**config.mk**
```make
export PLATFORM = sky130hd
export DESIGN_NAME = fac_merge
export DESIGN_NICKNAME = d
export VERILOG_FILES = /design/src/rtl/fac_pkg.sv /design/src/rtl/fac_merge.sv
export SDC_FILE = /design/constraint.sdc
export NUM_CORES = 1
export LEC_CHECK = 0
export ABC_AREA = 1
export BUFFER_PORTS_ARGS = -buffer_cell sky130_fd_sc_hd__buf_2
export CORE_ASPECT_RATIO = 0.7
export CORE_MARGIN = 2
export CORE_UTILIZATION = 48
export CTS_CLUSTER_DIAMETER = 120
export DETAILED_ROUTE_END_ITERATION = 7
export GPL_ROUTABILITY_DRIVEN = 0
export GPL_TIMING_DRIVEN = 1
export PLACE_DENSITY = 0.89
export REMOVE_ABC_BUFFERS = 1
export SLEW_MARGIN = 20
export SYNTH_ARGS = -nofsm -noshare
export SYNTH_HDL_FRONTEND = slang
export SYNTH_SLANG_ARGS = --single-unit
```
**constraint.sdc**
```tcl
create_clock -name i_clk -period 7.05 [get_ports i_clk]
set_clock_uncertainty 0.15 [all_clocks]
set_input_delay 1.0575 -clock i_clk [delete_from_list [all_inputs] [get_ports i_clk]]
set_output_delay 1.0575 -clock i_clk [all_outputs]
set_load 0.005 [all_outputs]
```
**src/rtl/fac_pkg.sv**
```systemverilog
`default_nettype none
// ----------------------------------------------------------------------------
// fac_pkg
// Shared widths, types and register codes for the five-axis move generator.
// ----------------------------------------------------------------------------
package fac_pkg;

    localparam int AXES          = 5;
    localparam int PWM_BITS      = 12;
    localparam int POS_FRAC_BITS = 24;

    localparam int POS_W      = POS_FRAC_BITS + 1;
    localparam int RANGE_W    = 2 * PWM_BITS;
    localparam int RANGE_SLOTS = 5;
    localparam int SPEED_W    = 9;
    localparam int PAUSE_W    = 16;
    localparam int CYC_W      = PWM_BITS + SPEED_W;
    localparam int SNAP_W     = PWM_BITS + POS_W;
    localparam int REM1_W     = POS_W + 1;
    localparam int PROD_W     = POS_W + CYC_W - 8;
    localparam int REM2_W     = PROD_W - POS_W;
    localparam int DIV_STEPS  = POS_W;
    localparam int CNT_W      = $clog2(DIV_STEPS);
    localparam int CFG_IDX_W  = 3;

    localparam logic [POS_W-1:0]   ONE_POS   = POS_W'(1) << POS_FRAC_BITS;
    localparam logic [POS_W-1:0]   HALF_POS  = POS_W'(1) << (POS_FRAC_BITS - 1);
    localparam logic [SPEED_W-1:0] FULL_SPEED = SPEED_W'(256);

    localparam logic [CFG_IDX_W-1:0] REG_AXIS_A  = CFG_IDX_W'(0);
    localparam logic [CFG_IDX_W-1:0] REG_AXIS_B  = CFG_IDX_W'(1);
    localparam logic [CFG_IDX_W-1:0] REG_AXIS_C  = CFG_IDX_W'(2);
    localparam logic [CFG_IDX_W-1:0] REG_AXIS_D  = CFG_IDX_W'(3);
    localparam logic [CFG_IDX_W-1:0] REG_AXIS_E  = CFG_IDX_W'(4);
    localparam logic [CFG_IDX_W-1:0] REG_FASTEST = CFG_IDX_W'(5);
    localparam logic [CFG_IDX_W-1:0] REG_SLOWEST = CFG_IDX_W'(6);

    localparam logic OP_TICK = 1'b0;
    localparam logic OP_MOVE = 1'b1;

    typedef logic [POS_W-1:0]    t_pos;
    typedef logic [RANGE_W-1:0]  t_range;
    typedef logic [PWM_BITS-1:0] t_pwm;
    typedef logic [CYC_W-1:0]    t_cyc;

    // One strobe per lane operation, driven by the top-level sequencer.
    typedef struct packed {
        logic load;
        logic cap;
        logic snap;
        logic d1;
        logic mul;
        logic d2i;
        logic d2;
        logic apply;
        logic pwm;
    } t_lane_ctl;

endpackage
`default_nettype wire

```
**src/rtl/fac_merge.sv**
```systemverilog
`default_nettype none
// ----------------------------------------------------------------------------
// fac_merge
// Combines the lanes' remaining distances into the registered dominant one.
// ----------------------------------------------------------------------------
module fac_merge (
    input  wire logic                          i_clk,
    input  wire logic                          i_en,
    input  wire fac_pkg::t_pos [fac_pkg::AXES-1:0] i_mag,
    output fac_pkg::t_pos                      o_dom
);
    import fac_pkg::*;

    t_pos r_dom;
    t_pos best;

    always_comb begin
        best = '0;
        for (int i = 0; i < AXES; i++) begin
            if (i_mag[i] > best) begin
                best = i_mag[i];
            end
        end
    end

    always_ff @(posedge i_clk) begin
        if (i_en) begin
            r_dom <= best;
        end
    end

    assign o_dom = r_dom;

endmodule
`default_nettype wire

```
==> flow_summary.json <==
{
  "route.detailed.drc": 195,
  "drive_gt1_frac": 0.563,
  "number_of_enable_type_register_cells_in_the_synthesized_netlist": 25,
  "largest_net_degree_at_the_start_of_global_routing": 26,
  "die_w_microns": 125,
  "run_status": "finished with violations",
  "criticalPathCategory": "primary input to register",
  "timing_worst_slew_pin_value_ps": 590,
  "fp-row-count": 30,
  "fmax_ghz": 0.109,
  "dpl.hpwl_microns": 12800,
  "die_area_sq_um": 11100,
  "path_clk_slew_ps": 70,
  "ctsRootBufferMaster": "clkbuf_16",
  "cp_startpoint": "i_mag[16]",
  "p_per_area_nw_per_um2": 277,
  "tritoncts_num_sinks": 25,
  "synthFlopType": "edfxtp_1",
  "grt_antenna_before_repair": 1,
  "ys_async_sr_fraction": 0,
  "yosysTopAreaCell": "ha_1",
  "clock_path_buffers": 2,
  "yosys_warnings": 0,
  "power.ir.vdd_worst_v": 0.000182,
  "crit_path_top_delay_cell": "nor4_4",
  "mappedNetlistArea_sq_um": 4910,
  "crit_path_end": "o_dom[16]",
  "final.setup.worst_slack_ps": -2090,
  "seq_total_area_yosys": 0.153,
  "final_antenna_net_count": 0,
  "placed_cells_incl_taps": 1110,
  "total_power_uw": 2470,
  "leakage_uw": 0.00460,
  "largest_register_ff_count": 25,
  "worst_hold_path.num_cells": 3,
  "synth_top_area_share": 0.255,
  "grt-ovfl-total": 0,
  "period_minus_slack_ps": 9140,
  "postRouteWirelength_microns": 30500,
  "worstSetupEndpointType": "register",
  "via_per_inst": 6.78,
  "dieHeight_microns": 88.7,
  "worst-endpoint-arrival_ps": 9010,
  "cts-htree-levels": 1,
  "detail_route.wl_per_cell_microns": 26.0,
  "synthTopCellsByArea": "ha_1, nand2_1, edfxtp_1",
  "final_cell_count_no_fill": 1170,
  "synthesized_area_per_cell_sq_um": 6.61,
  "ios": 152,
  "netlist_cell_types": 32,
  "syn-instance-count": 743,
  "via_count_of_the_first_global_routing_pass": 6639,
  "ys_ff_latch": 25,
  "rsz_0062_raised_after_global_routing": "yes",
  "relSlewSlack": 0.607,
  "hold_path.class": "primary input to register",
  "first_pass_grt_wire_length_microns": 31300,
  "maxSlewViolCount": 0,
  "timing.final.setup_violations": 25,
  "detailedRoute.firstIterationViolations": 1551,
  "floorplan.initialDensity": 0.500,
  "failed_checks": "DRC, setup timing",
  "final_min_period_over_clock_period": 1.30,
  "drtPass1Iterations": 8,
  "cp_max_fo": 12,
  "vias": 7938,
  "detailedPlace.worstSlack_ps": -530,
  "port_buffers": 151,
  "layout-area-overhead-vs-synth_pct": 81.4,
  "core_sq_um": 9830,
  "library_cell_appearing_most_often_on_the_critical_path": "nand2_1",
  "timing.critical_path.from_type": "primary input",
  "number_of_hold_violations_in_the_final_report": 0,
  "maxcap_violations": 0,
  "nets": 1268,
  "critPathMaxStageDelay_ps": 500,
  "critical_path_required_ps": 6920,
  "grt_util_all_layers": 0.351,
  "cts_tree": "yes",
  "final_core_util": 0.907,
  "numCtsBuffers": 3
}
worst max-delay path: cells and delay by family:
kind / cells / cell delay (ps)
adder cells (fa/ha/maj): 4 / 1360
AND/OR/NAND/NOR: 30 / 4780
buffers and inverters: 9 / 1050
AO/OA/AOI/OAI: 3 / 710
repair_timing:
item	CTS	global route
gates resized for setup	108	224
hold buffers	0	0
setup endpoints to repair	25	25
setup buffers	28	12
gates cloned	9	7
pin swaps	41	57
metrics by stage:
step                area (sq um)  hold WS, ps  TNS (ps)
finish                      8920          938    -50260
global route                8910          962    -55030
CTS                         7610          948     -1880
detailed placement          6590         1210    -11890
global placement            6590         1200     -4720
floorplan                   4790         1020    -12530
kinds of logic after synthesis:
family | Yosys count | share of synthesized area
AOI/OAI and AO/OA | 63 | 0.0685
adders and majority gates | 100 | 0.255
buffers and inverters | 104 | 0.0899
DFF | 25 | 0.153
and+or+nand+nor | 451 | 0.434
routing by layer:
layer	share of wire	vias to the layer above	GRT usage
li1	-	3096	-
met1	0.30	3474	0.414
met2	0.40	949	0.625
met3	0.17	415	0.0762
met4	0.12	4	0.164
met5	0.0028	-	0
area by class of cell:
type,instances,area (sq um)
Inverter,84,333
Antenna cell,2,5.00
Multi-Input combinational cell,614,5090
Fill cell,351,918
Sequential cell,25,751
Timing Repair Buffer,313,2490
Clock buffer,4,78.8
Tap cell,128,160
synthesized netlist by cell type, types with 10 or more instances:
cell and instances:
nand2_1 220, nand3_1 102, ha_1 100, inv_1 77, a21oi_1 42, nor2_1 29
and2_1 25, edfxtp_1 25, or2_1 23, nand2_2 19, buf_2 11, nand4_1 11
o21ai_0 10
power by group:
| group | switching (uW) | total [uW] | internal [uW] |
|---|---|---|---|
| clock network | 57.8 | 136 | 77.7 |
| logic | 1140 | 2060 | 920 |
| registers | 22.7 | 278 | 255 |
cell usage in the layout, fill, tap and decap left out, types with 18 or more instances in the layout:
cell type and n:
and2_1 18, nand3_2 37, ha_4 45, a21oi_1 29
nand3_1 69, nand2_2 71, buf_4 127, ha_1 55
buf_2 141, nand2_4 33, inv_1 65, nand2_1 135
edfxtp_1 25
worst min path at each step:
| stage | end | slack, ps | start |
|---|---|---|---|
| 6_report | o_dom[17] | 940 | i_mag[117] |
| 2_1_floorplan | o_dom[0] | 1020 | i_en |
| 5_1_grt | o_dom[3] | 960 | i_mag[103] |
| 4_1_cts | o_dom[7] | 950 | i_mag[107] |
| 3_3_place_gp | o_dom[0] | 1200 | i_mag[100] |
| 3_5_place_dp | o_dom[7] | 1210 | i_mag[107] |
(Power assumes the default switching activity.)
