==> config.mk <==
export PLATFORM = sky130hd
export DESIGN_NAME = fac_lane
export DESIGN_NICKNAME = d
export VERILOG_FILES = /design/src/rtl/fac_pkg.sv /design/src/rtl/fac_lane.sv
export SDC_FILE = /design/constraint.sdc
export NUM_CORES = 2
export LEC_CHECK = 0
export BUFFER_PORTS_ARGS = -buffer_cell sky130_fd_sc_hd__buf_4
export CAP_MARGIN = 20
export CORE_MARGIN = 2
export CORE_UTILIZATION = 40
export CTS_BUF_LIST = sky130_fd_sc_hd__clkbuf_8 sky130_fd_sc_hd__clkbuf_16
export DETAILED_ROUTE_END_ITERATION = 7
export GPL_TIMING_DRIVEN = 0
export SYNTH_ARGS = -nofsm -noshare
export SYNTH_HDL_FRONTEND = slang
export SYNTH_SLANG_ARGS = --single-unit
export TNS_END_PERCENT = 1
==> constraint.sdc <==
create_clock -name i_clk -period 11 [get_ports i_clk]
set_input_delay 2.2 -clock i_clk [delete_from_list [all_inputs] [get_ports i_clk]]
set_output_delay 2.2 -clock i_clk [all_outputs]
set_load 0.02 [all_outputs]
==> src/rtl/fac_pkg.sv <==
`default_nettype none
// ----------------------------------------------------------------------------
// fac_pkg
// Shared widths, types and register codes for the five-axis move generator.
// ----------------------------------------------------------------------------
package fac_pkg;

    localparam int AXES          = 5;
    localparam int PWM_BITS      = 12;
    localparam int POS_FRAC_BITS = 24;

    localparam int POS_W      = POS_FRAC_BITS + 1;
    localparam int RANGE_W    = 2 * PWM_BITS;
    localparam int RANGE_SLOTS = 5;
    localparam int SPEED_W    = 9;
    localparam int PAUSE_W    = 16;
    localparam int CYC_W      = PWM_BITS + SPEED_W;
    localparam int SNAP_W     = PWM_BITS + POS_W;
    localparam int REM1_W     = POS_W + 1;
    localparam int PROD_W     = POS_W + CYC_W - 8;
    localparam int REM2_W     = PROD_W - POS_W;
    localparam int DIV_STEPS  = POS_W;
    localparam int CNT_W      = $clog2(DIV_STEPS);
    localparam int CFG_IDX_W  = 3;

    localparam logic [POS_W-1:0]   ONE_POS   = POS_W'(1) << POS_FRAC_BITS;
    localparam logic [POS_W-1:0]   HALF_POS  = POS_W'(1) << (POS_FRAC_BITS - 1);
    localparam logic [SPEED_W-1:0] FULL_SPEED = SPEED_W'(256);

    localparam logic [CFG_IDX_W-1:0] REG_AXIS_A  = CFG_IDX_W'(0);
    localparam logic [CFG_IDX_W-1:0] REG_AXIS_B  = CFG_IDX_W'(1);
    localparam logic [CFG_IDX_W-1:0] REG_AXIS_C  = CFG_IDX_W'(2);
    localparam logic [CFG_IDX_W-1:0] REG_AXIS_D  = CFG_IDX_W'(3);
    localparam logic [CFG_IDX_W-1:0] REG_AXIS_E  = CFG_IDX_W'(4);
    localparam logic [CFG_IDX_W-1:0] REG_FASTEST = CFG_IDX_W'(5);
    localparam logic [CFG_IDX_W-1:0] REG_SLOWEST = CFG_IDX_W'(6);

    localparam logic OP_TICK = 1'b0;
    localparam logic OP_MOVE = 1'b1;

    typedef logic [POS_W-1:0]    t_pos;
    typedef logic [RANGE_W-1:0]  t_range;
    typedef logic [PWM_BITS-1:0] t_pwm;
    typedef logic [CYC_W-1:0]    t_cyc;

    // One strobe per lane operation, driven by the top-level sequencer.
    typedef struct packed {
        logic load;
        logic cap;
        logic snap;
        logic d1;
        logic mul;
        logic d2i;
        logic d2;
        logic apply;
        logic pwm;
    } t_lane_ctl;

endpackage
`default_nettype wire

==> src/rtl/fac_lane.sv <==
`default_nettype none
// ----------------------------------------------------------------------------
// fac_lane
// One axis: holds position and target, runs the two serial divisions that
// scale this axis's step, and forms its PWM compare value.
// ----------------------------------------------------------------------------
module fac_lane (
    input  wire logic               i_clk,
    input  wire logic               i_rst_n,
    input  wire fac_pkg::t_lane_ctl i_ctl,
    input  wire fac_pkg::t_pos      i_target,
    input  wire fac_pkg::t_range    i_range,
    input  wire fac_pkg::t_cyc      i_cyc,
    input  wire fac_pkg::t_pos      i_dom,
    output fac_pkg::t_pos           o_mag,
    output logic                    o_arrived,
    output fac_pkg::t_pwm           o_pwm
);
    import fac_pkg::*;

    t_pos              r_cur, r_tgt, r_mag, r_q1, r_q2, r_num;
    logic              r_neg, r_snap;
    logic [REM1_W-1:0] r_rem1;
    logic [PROD_W-1:0] r_prod;
    logic [REM2_W-1:0] r_rem2;
    t_pwm              r_pwm;

    t_pwm              mn, mx, sp;
    t_pos              tgt_sat;
    logic [REM1_W-1:0] rem1_sub;
    logic [REM2_W:0]   rem2_sh;
    logic [SNAP_W-1:0] pos_prod;

    always_comb begin
        mn  = i_range[PWM_BITS-1:0];
        mx  = i_range[RANGE_W-1:PWM_BITS];
        sp  = (mx > mn) ? (mx - mn) : '0;
        tgt_sat  = (i_target > ONE_POS) ? ONE_POS : i_target;
        rem1_sub = r_rem1 - {1'b0, i_dom};
        rem2_sh  = {r_rem2, r_num[POS_W-1]};
        pos_prod = SNAP_W'(sp) * SNAP_W'(r_cur);
    end

    always_ff @(posedge i_clk) begin
        if (!i_rst_n) begin
            r_cur <= HALF_POS;
            r_tgt <= HALF_POS;
        end else begin
            if (i_ctl.load) begin
                r_tgt <= tgt_sat;
            end
            if (i_ctl.apply && r_mag != '0) begin
                if (r_snap) begin
                    r_cur <= r_tgt;
                end else if (r_neg) begin
                    r_cur <= r_cur - r_q2;
                end else begin
                    r_cur <= r_cur + r_q2;
                end
            end
        end
    end

    always_ff @(posedge i_clk) begin
        if (i_ctl.cap) begin
            r_neg <= r_tgt < r_cur;
            r_mag <= (r_tgt < r_cur) ? (r_cur - r_tgt) : (r_tgt - r_cur);
        end
        if (i_ctl.snap) begin
            r_snap <= (sp == '0) ||
                      ((SNAP_W'(sp) * SNAP_W'(r_mag)) <
                       (SNAP_W'(i_cyc) << (POS_FRAC_BITS - 8)));
            r_rem1 <= {1'b0, r_mag};
            r_q1   <= '0;
        end
        // Fractional long division: share of this axis against the dominant.
        if (i_ctl.d1) begin
            if (r_rem1 >= {1'b0, i_dom}) begin
                r_rem1 <= rem1_sub << 1;
                r_q1   <= {r_q1[POS_W-2:0], 1'b1};
            end else begin
                r_rem1 <= r_rem1 << 1;
                r_q1   <= {r_q1[POS_W-2:0], 1'b0};
            end
        end
        if (i_ctl.mul) begin
            r_prod <= PROD_W'(((POS_W + CYC_W)'(r_q1) * (POS_W + CYC_W)'(i_cyc)) >> 8);
        end
        // The step never exceeds the distance, so the quotient fits a position.
        if (i_ctl.d2i) begin
            r_rem2 <= r_prod[PROD_W-1:POS_W];
            r_num  <= r_prod[POS_W-1:0];
            r_q2   <= '0;
        end
        if (i_ctl.d2) begin
            r_num <= r_num << 1;
            if (rem2_sh >= (REM2_W + 1)'(sp)) begin
                r_rem2 <= REM2_W'(rem2_sh - (REM2_W + 1)'(sp));
                r_q2   <= {r_q2[POS_W-2:0], 1'b1};
            end else begin
                r_rem2 <= REM2_W'(rem2_sh);
                r_q2   <= {r_q2[POS_W-2:0], 1'b0};
            end
        end
        if (i_ctl.pwm) begin
            r_pwm <= mn + PWM_BITS'(pos_prod >> POS_FRAC_BITS);
        end
    end

    assign o_mag     = r_mag;
    assign o_arrived = (r_cur == r_tgt);
    assign o_pwm     = r_pwm;

endmodule
`default_nettype wire

==> reports/metrics.yaml <==
power:
  p_leak_uw: 0.02627
  seqPwrFrac_pct: 11.0
  p_int_uw: 8089
  clockPowerShare_pct: 6.7
  irDropWorstVdd_uv: 420.1
  p_sw_share_pct: 52.84
  combPwrFrac_pct: 82.3
  power_density_nw_per_um2: 310.9
  p_sw_uw: 9063
yosys:
  ys_ff_latch: 241
  yosysWarningCount: 0
  synth-seq-area-share_pct: 13.54
  syn_inst: 5590
  synth_fp_nets: 7039
  synth_area_um2: 49680
  synth_cell_types: 81
  synth-edff-count: 190
  synth-async-reset-ratio_pct: 0
  syn_area_per_cell_um2: 8.888
  yosys_most_used_dff: "edfxtp_1"
sta:
  worst_pin_slew_ns: 1.107
  setup_slack_ns: 0.2229
  setup_viol: 0
  layout_min_cycle_time_ns: 10.78
  post-route-period-util_pct: 97.97
  drv_slew: 0
  holdWs_ns: 0.4980
  finalHoldViolCount: 0
  fin_tns_setup_ns: 0
  relSlewSlack_pct: 26.18
  worst_clock_skew_ns: 0.03202
  fmax_mhz: 92.79
placed_design:
  place_ws_ns: -2.684
  gp_congestion: 0.9281
  dp_hpwl_um: 129300
  port_buffers: 129
floorplanning:
  rows: 129
  ios: 144
  core_area_um2: 123500
  start_util_pct: 40.24
  die_width_um: 356.4
  dieArea_um2: 127000
  die_h_um: 356.4
cts:
  insertion_delay_ns: 0.60
  cts_hold_buf: 0
  cts_sinks: 241
  root_buffer: "clkbuf_16"
  clk_pin_slew_ns: 0.07
  clockBufferDepth: 3
  h-tree-depth: 2
  cts_buffers: 34
  cts_tree: "built"
global_route:
  gr-total-overflow: 0
  grtUsageMet1_pct: 34.17
  antenna_found_initial: 9
  met3_usage_pct: 4.430
  grtUsageMet2_pct: 41.01
  busiest_layer: "met2"
  grt_max_degree: 63
  grt_pass1_vias: 40640
  track_usage_pct: 25.14
  grt_pass1_wl_um: 243200
route:
  ant_nets: 0
  wl_um: 157400
  num_vias: 39620
  wl_per_cell_um: 21.07
  viasPerCell: 5.304
  first_pass_iters: 6
  drc: 0
  detail_route.iter0.violations: 2749
worst_setup_path:
  ff2ff_path_depth: 25
  ff2ff_setup_slack_ns: 2.39
  path_max_fanout: 9
  endpoint_kind: "register"
  r2r_end: "r_prod[37]$_DFFE_PP_"
  cp-start-kind: "input pin"
  critPathBufInv: 6
  worstPathRequired_ns: 11.33
  crit_top_cell: "fa_1"
  worstPathArrival_ns: 11.11
  slowest_stage: "fa_1"
  crit_family: "adder cells"
  cpPeakStageDelay_ns: 0.56
  path_class: "input pin to register"
  r2r_start: "r_q1[11]$_SDFFCE_PN0P_"
flow_run:
  maxCapViolCount: 0
finish:
  final_common_cell: "inv_1"
  drive_gt1_share_pct: 7.169
  area_growth_syn_to_layout_pct: 11.04
  final_cell_mix: "inv_1 (1,084), nand2_1 (902), fa_1 (889), ha_1 (437), and2_1 (292)"
  final_nets: 7254
worst_hold_path:
  whs_endpoint: "r_num[0]$_SDFFE_PP0P_"
  min_path_type: "register to register"
  hp-start: "r_prod[0]$_DFFE_PP_"
  hold_depth: 2
outcome:
  status: "finished, final reports clean"
how the worst max path moves through the flow:
stage                           start             endpoint  slack (ns)  depth (start not counted)
after floorplan           i_range[12]  o_pwm[11]$_DFFE_PP_        0.03                         40
after global placement     i_range[0]     r_snap$_DFFE_PP_       -2.65                         35
after detailed placement   i_range[0]     r_snap$_DFFE_PP_       -2.68                         35
after CTS                  i_range[0]     r_snap$_DFFE_PP_       -0.02                         36
after global routing      i_range[12]  o_pwm[11]$_DFFE_PP_       -0.05                         40
final                     i_range[12]     r_snap$_DFFE_PP_        0.22                         36
worst register-to-register path: cells and delay by family, from the launching register on:
family          cells  cell delay (ns)
fa+ha+maj           8             3.91
compound gates      7             1.71
flops               1             0.49
buf+inv             6             0.96
xor+xnor            1             0.08
simple gates        3             1.21
flip-flops by register name, summed over array words and instances (netlist names):
register / flops
r_neg: 1
r_cur: 25
r_rem2: 13
r_q1: 25
r_rem1: 26
r_prod: 38
r_q2: 25
r_tgt: 25
r_snap: 1
o_mag: 25
o_pwm: 12
r_num: 25
power by group through the flow:
stage	combinational, uW	clock, uW	sequential, uW
after floorplan	9610	0	1800
after global placement	13200	0	1890
after detailed placement	13300	0	1890
after CTS	13600	1170	1880
after global routing	15900	1200	1900
final	14100	1150	1880
cell type report:
type,count,area [um2]
clock buffers,37,914.6
inverters,1089,4101
multi-input cells,3982,38370
clock inverters,25,214.0
well taps,1637,2048
diodes,1,2.502
flip-flops and latches,241,6726
repair buffers,187,1494
fillers,12180,68310
plain buffers,270,1294
what timing repair did:
item                                    CTS  global route
hold endpoints to repair                  0             0
resized for setup                       103           161
endpoints found under the setup margin   12             5
gates cloned                              0             1
setup buffers                            15            41
pin swaps                                13            94
routing by layer:
metal / vias to the layer above / part of all wire (%)
met1: 20150 / 42
met4: 8 / 3.3
li1: 17830 / -
met3: 261 / 8.0
met2: 1369 / 47
met5: - / 0.030
kinds of logic (layout without fill, tap and decap cells):
logic type               Yosys count  in the layout  synth area share [%]
multiplexers                      36             36                0.7404
buffers and inverters           1367           1608                 10.39
AO/OA/AOI/OAI                    649            649                 8.563
adder cells (fa/ha/maj)         1343           1343                 47.38
XOR/XNOR                         170            170                 2.997
other                              0              1                     0
AND/OR/NAND/NOR                 1784           1784                 16.39
flip-flops                       241            241                 13.54
cell usage after synthesis (51+ instances only):
master | count | share of area [%]
inv_1 | 1085 | 8.2
nand2_1 | 906 | 6.8
fa_1 | 897 | 36
ha_1 | 446 | 11
and2_1 | 295 | 3.7
nor2_1 | 277 | 2.1
clkbuf_1 | 242 | 1.8
edfxtp_1 | 190 | 11
a21oi_1 | 183 | 1.8
xnor2_1 | 131 | 2.3
o21ai_0 | 113 | 1.1
a21o_1 | 88 | 1.3
nor3_1 | 65 | 0.65
dfxtp_1 | 51 | 2.1
metrics by stage:
stage	std cells	instance area [um2]	total power (uW)	util [%]
after floorplan	5590	49680	11410	-
after global placement	7356	52700	15100	42.68
after detailed placement	7357	52720	15210	42.70
after CTS	7428	54290	16680	43.97
after global routing	7468	55170	19010	44.68
final	7469	55170	17150	44.68
No activity file was read; power rests on OpenSTA's default activity.
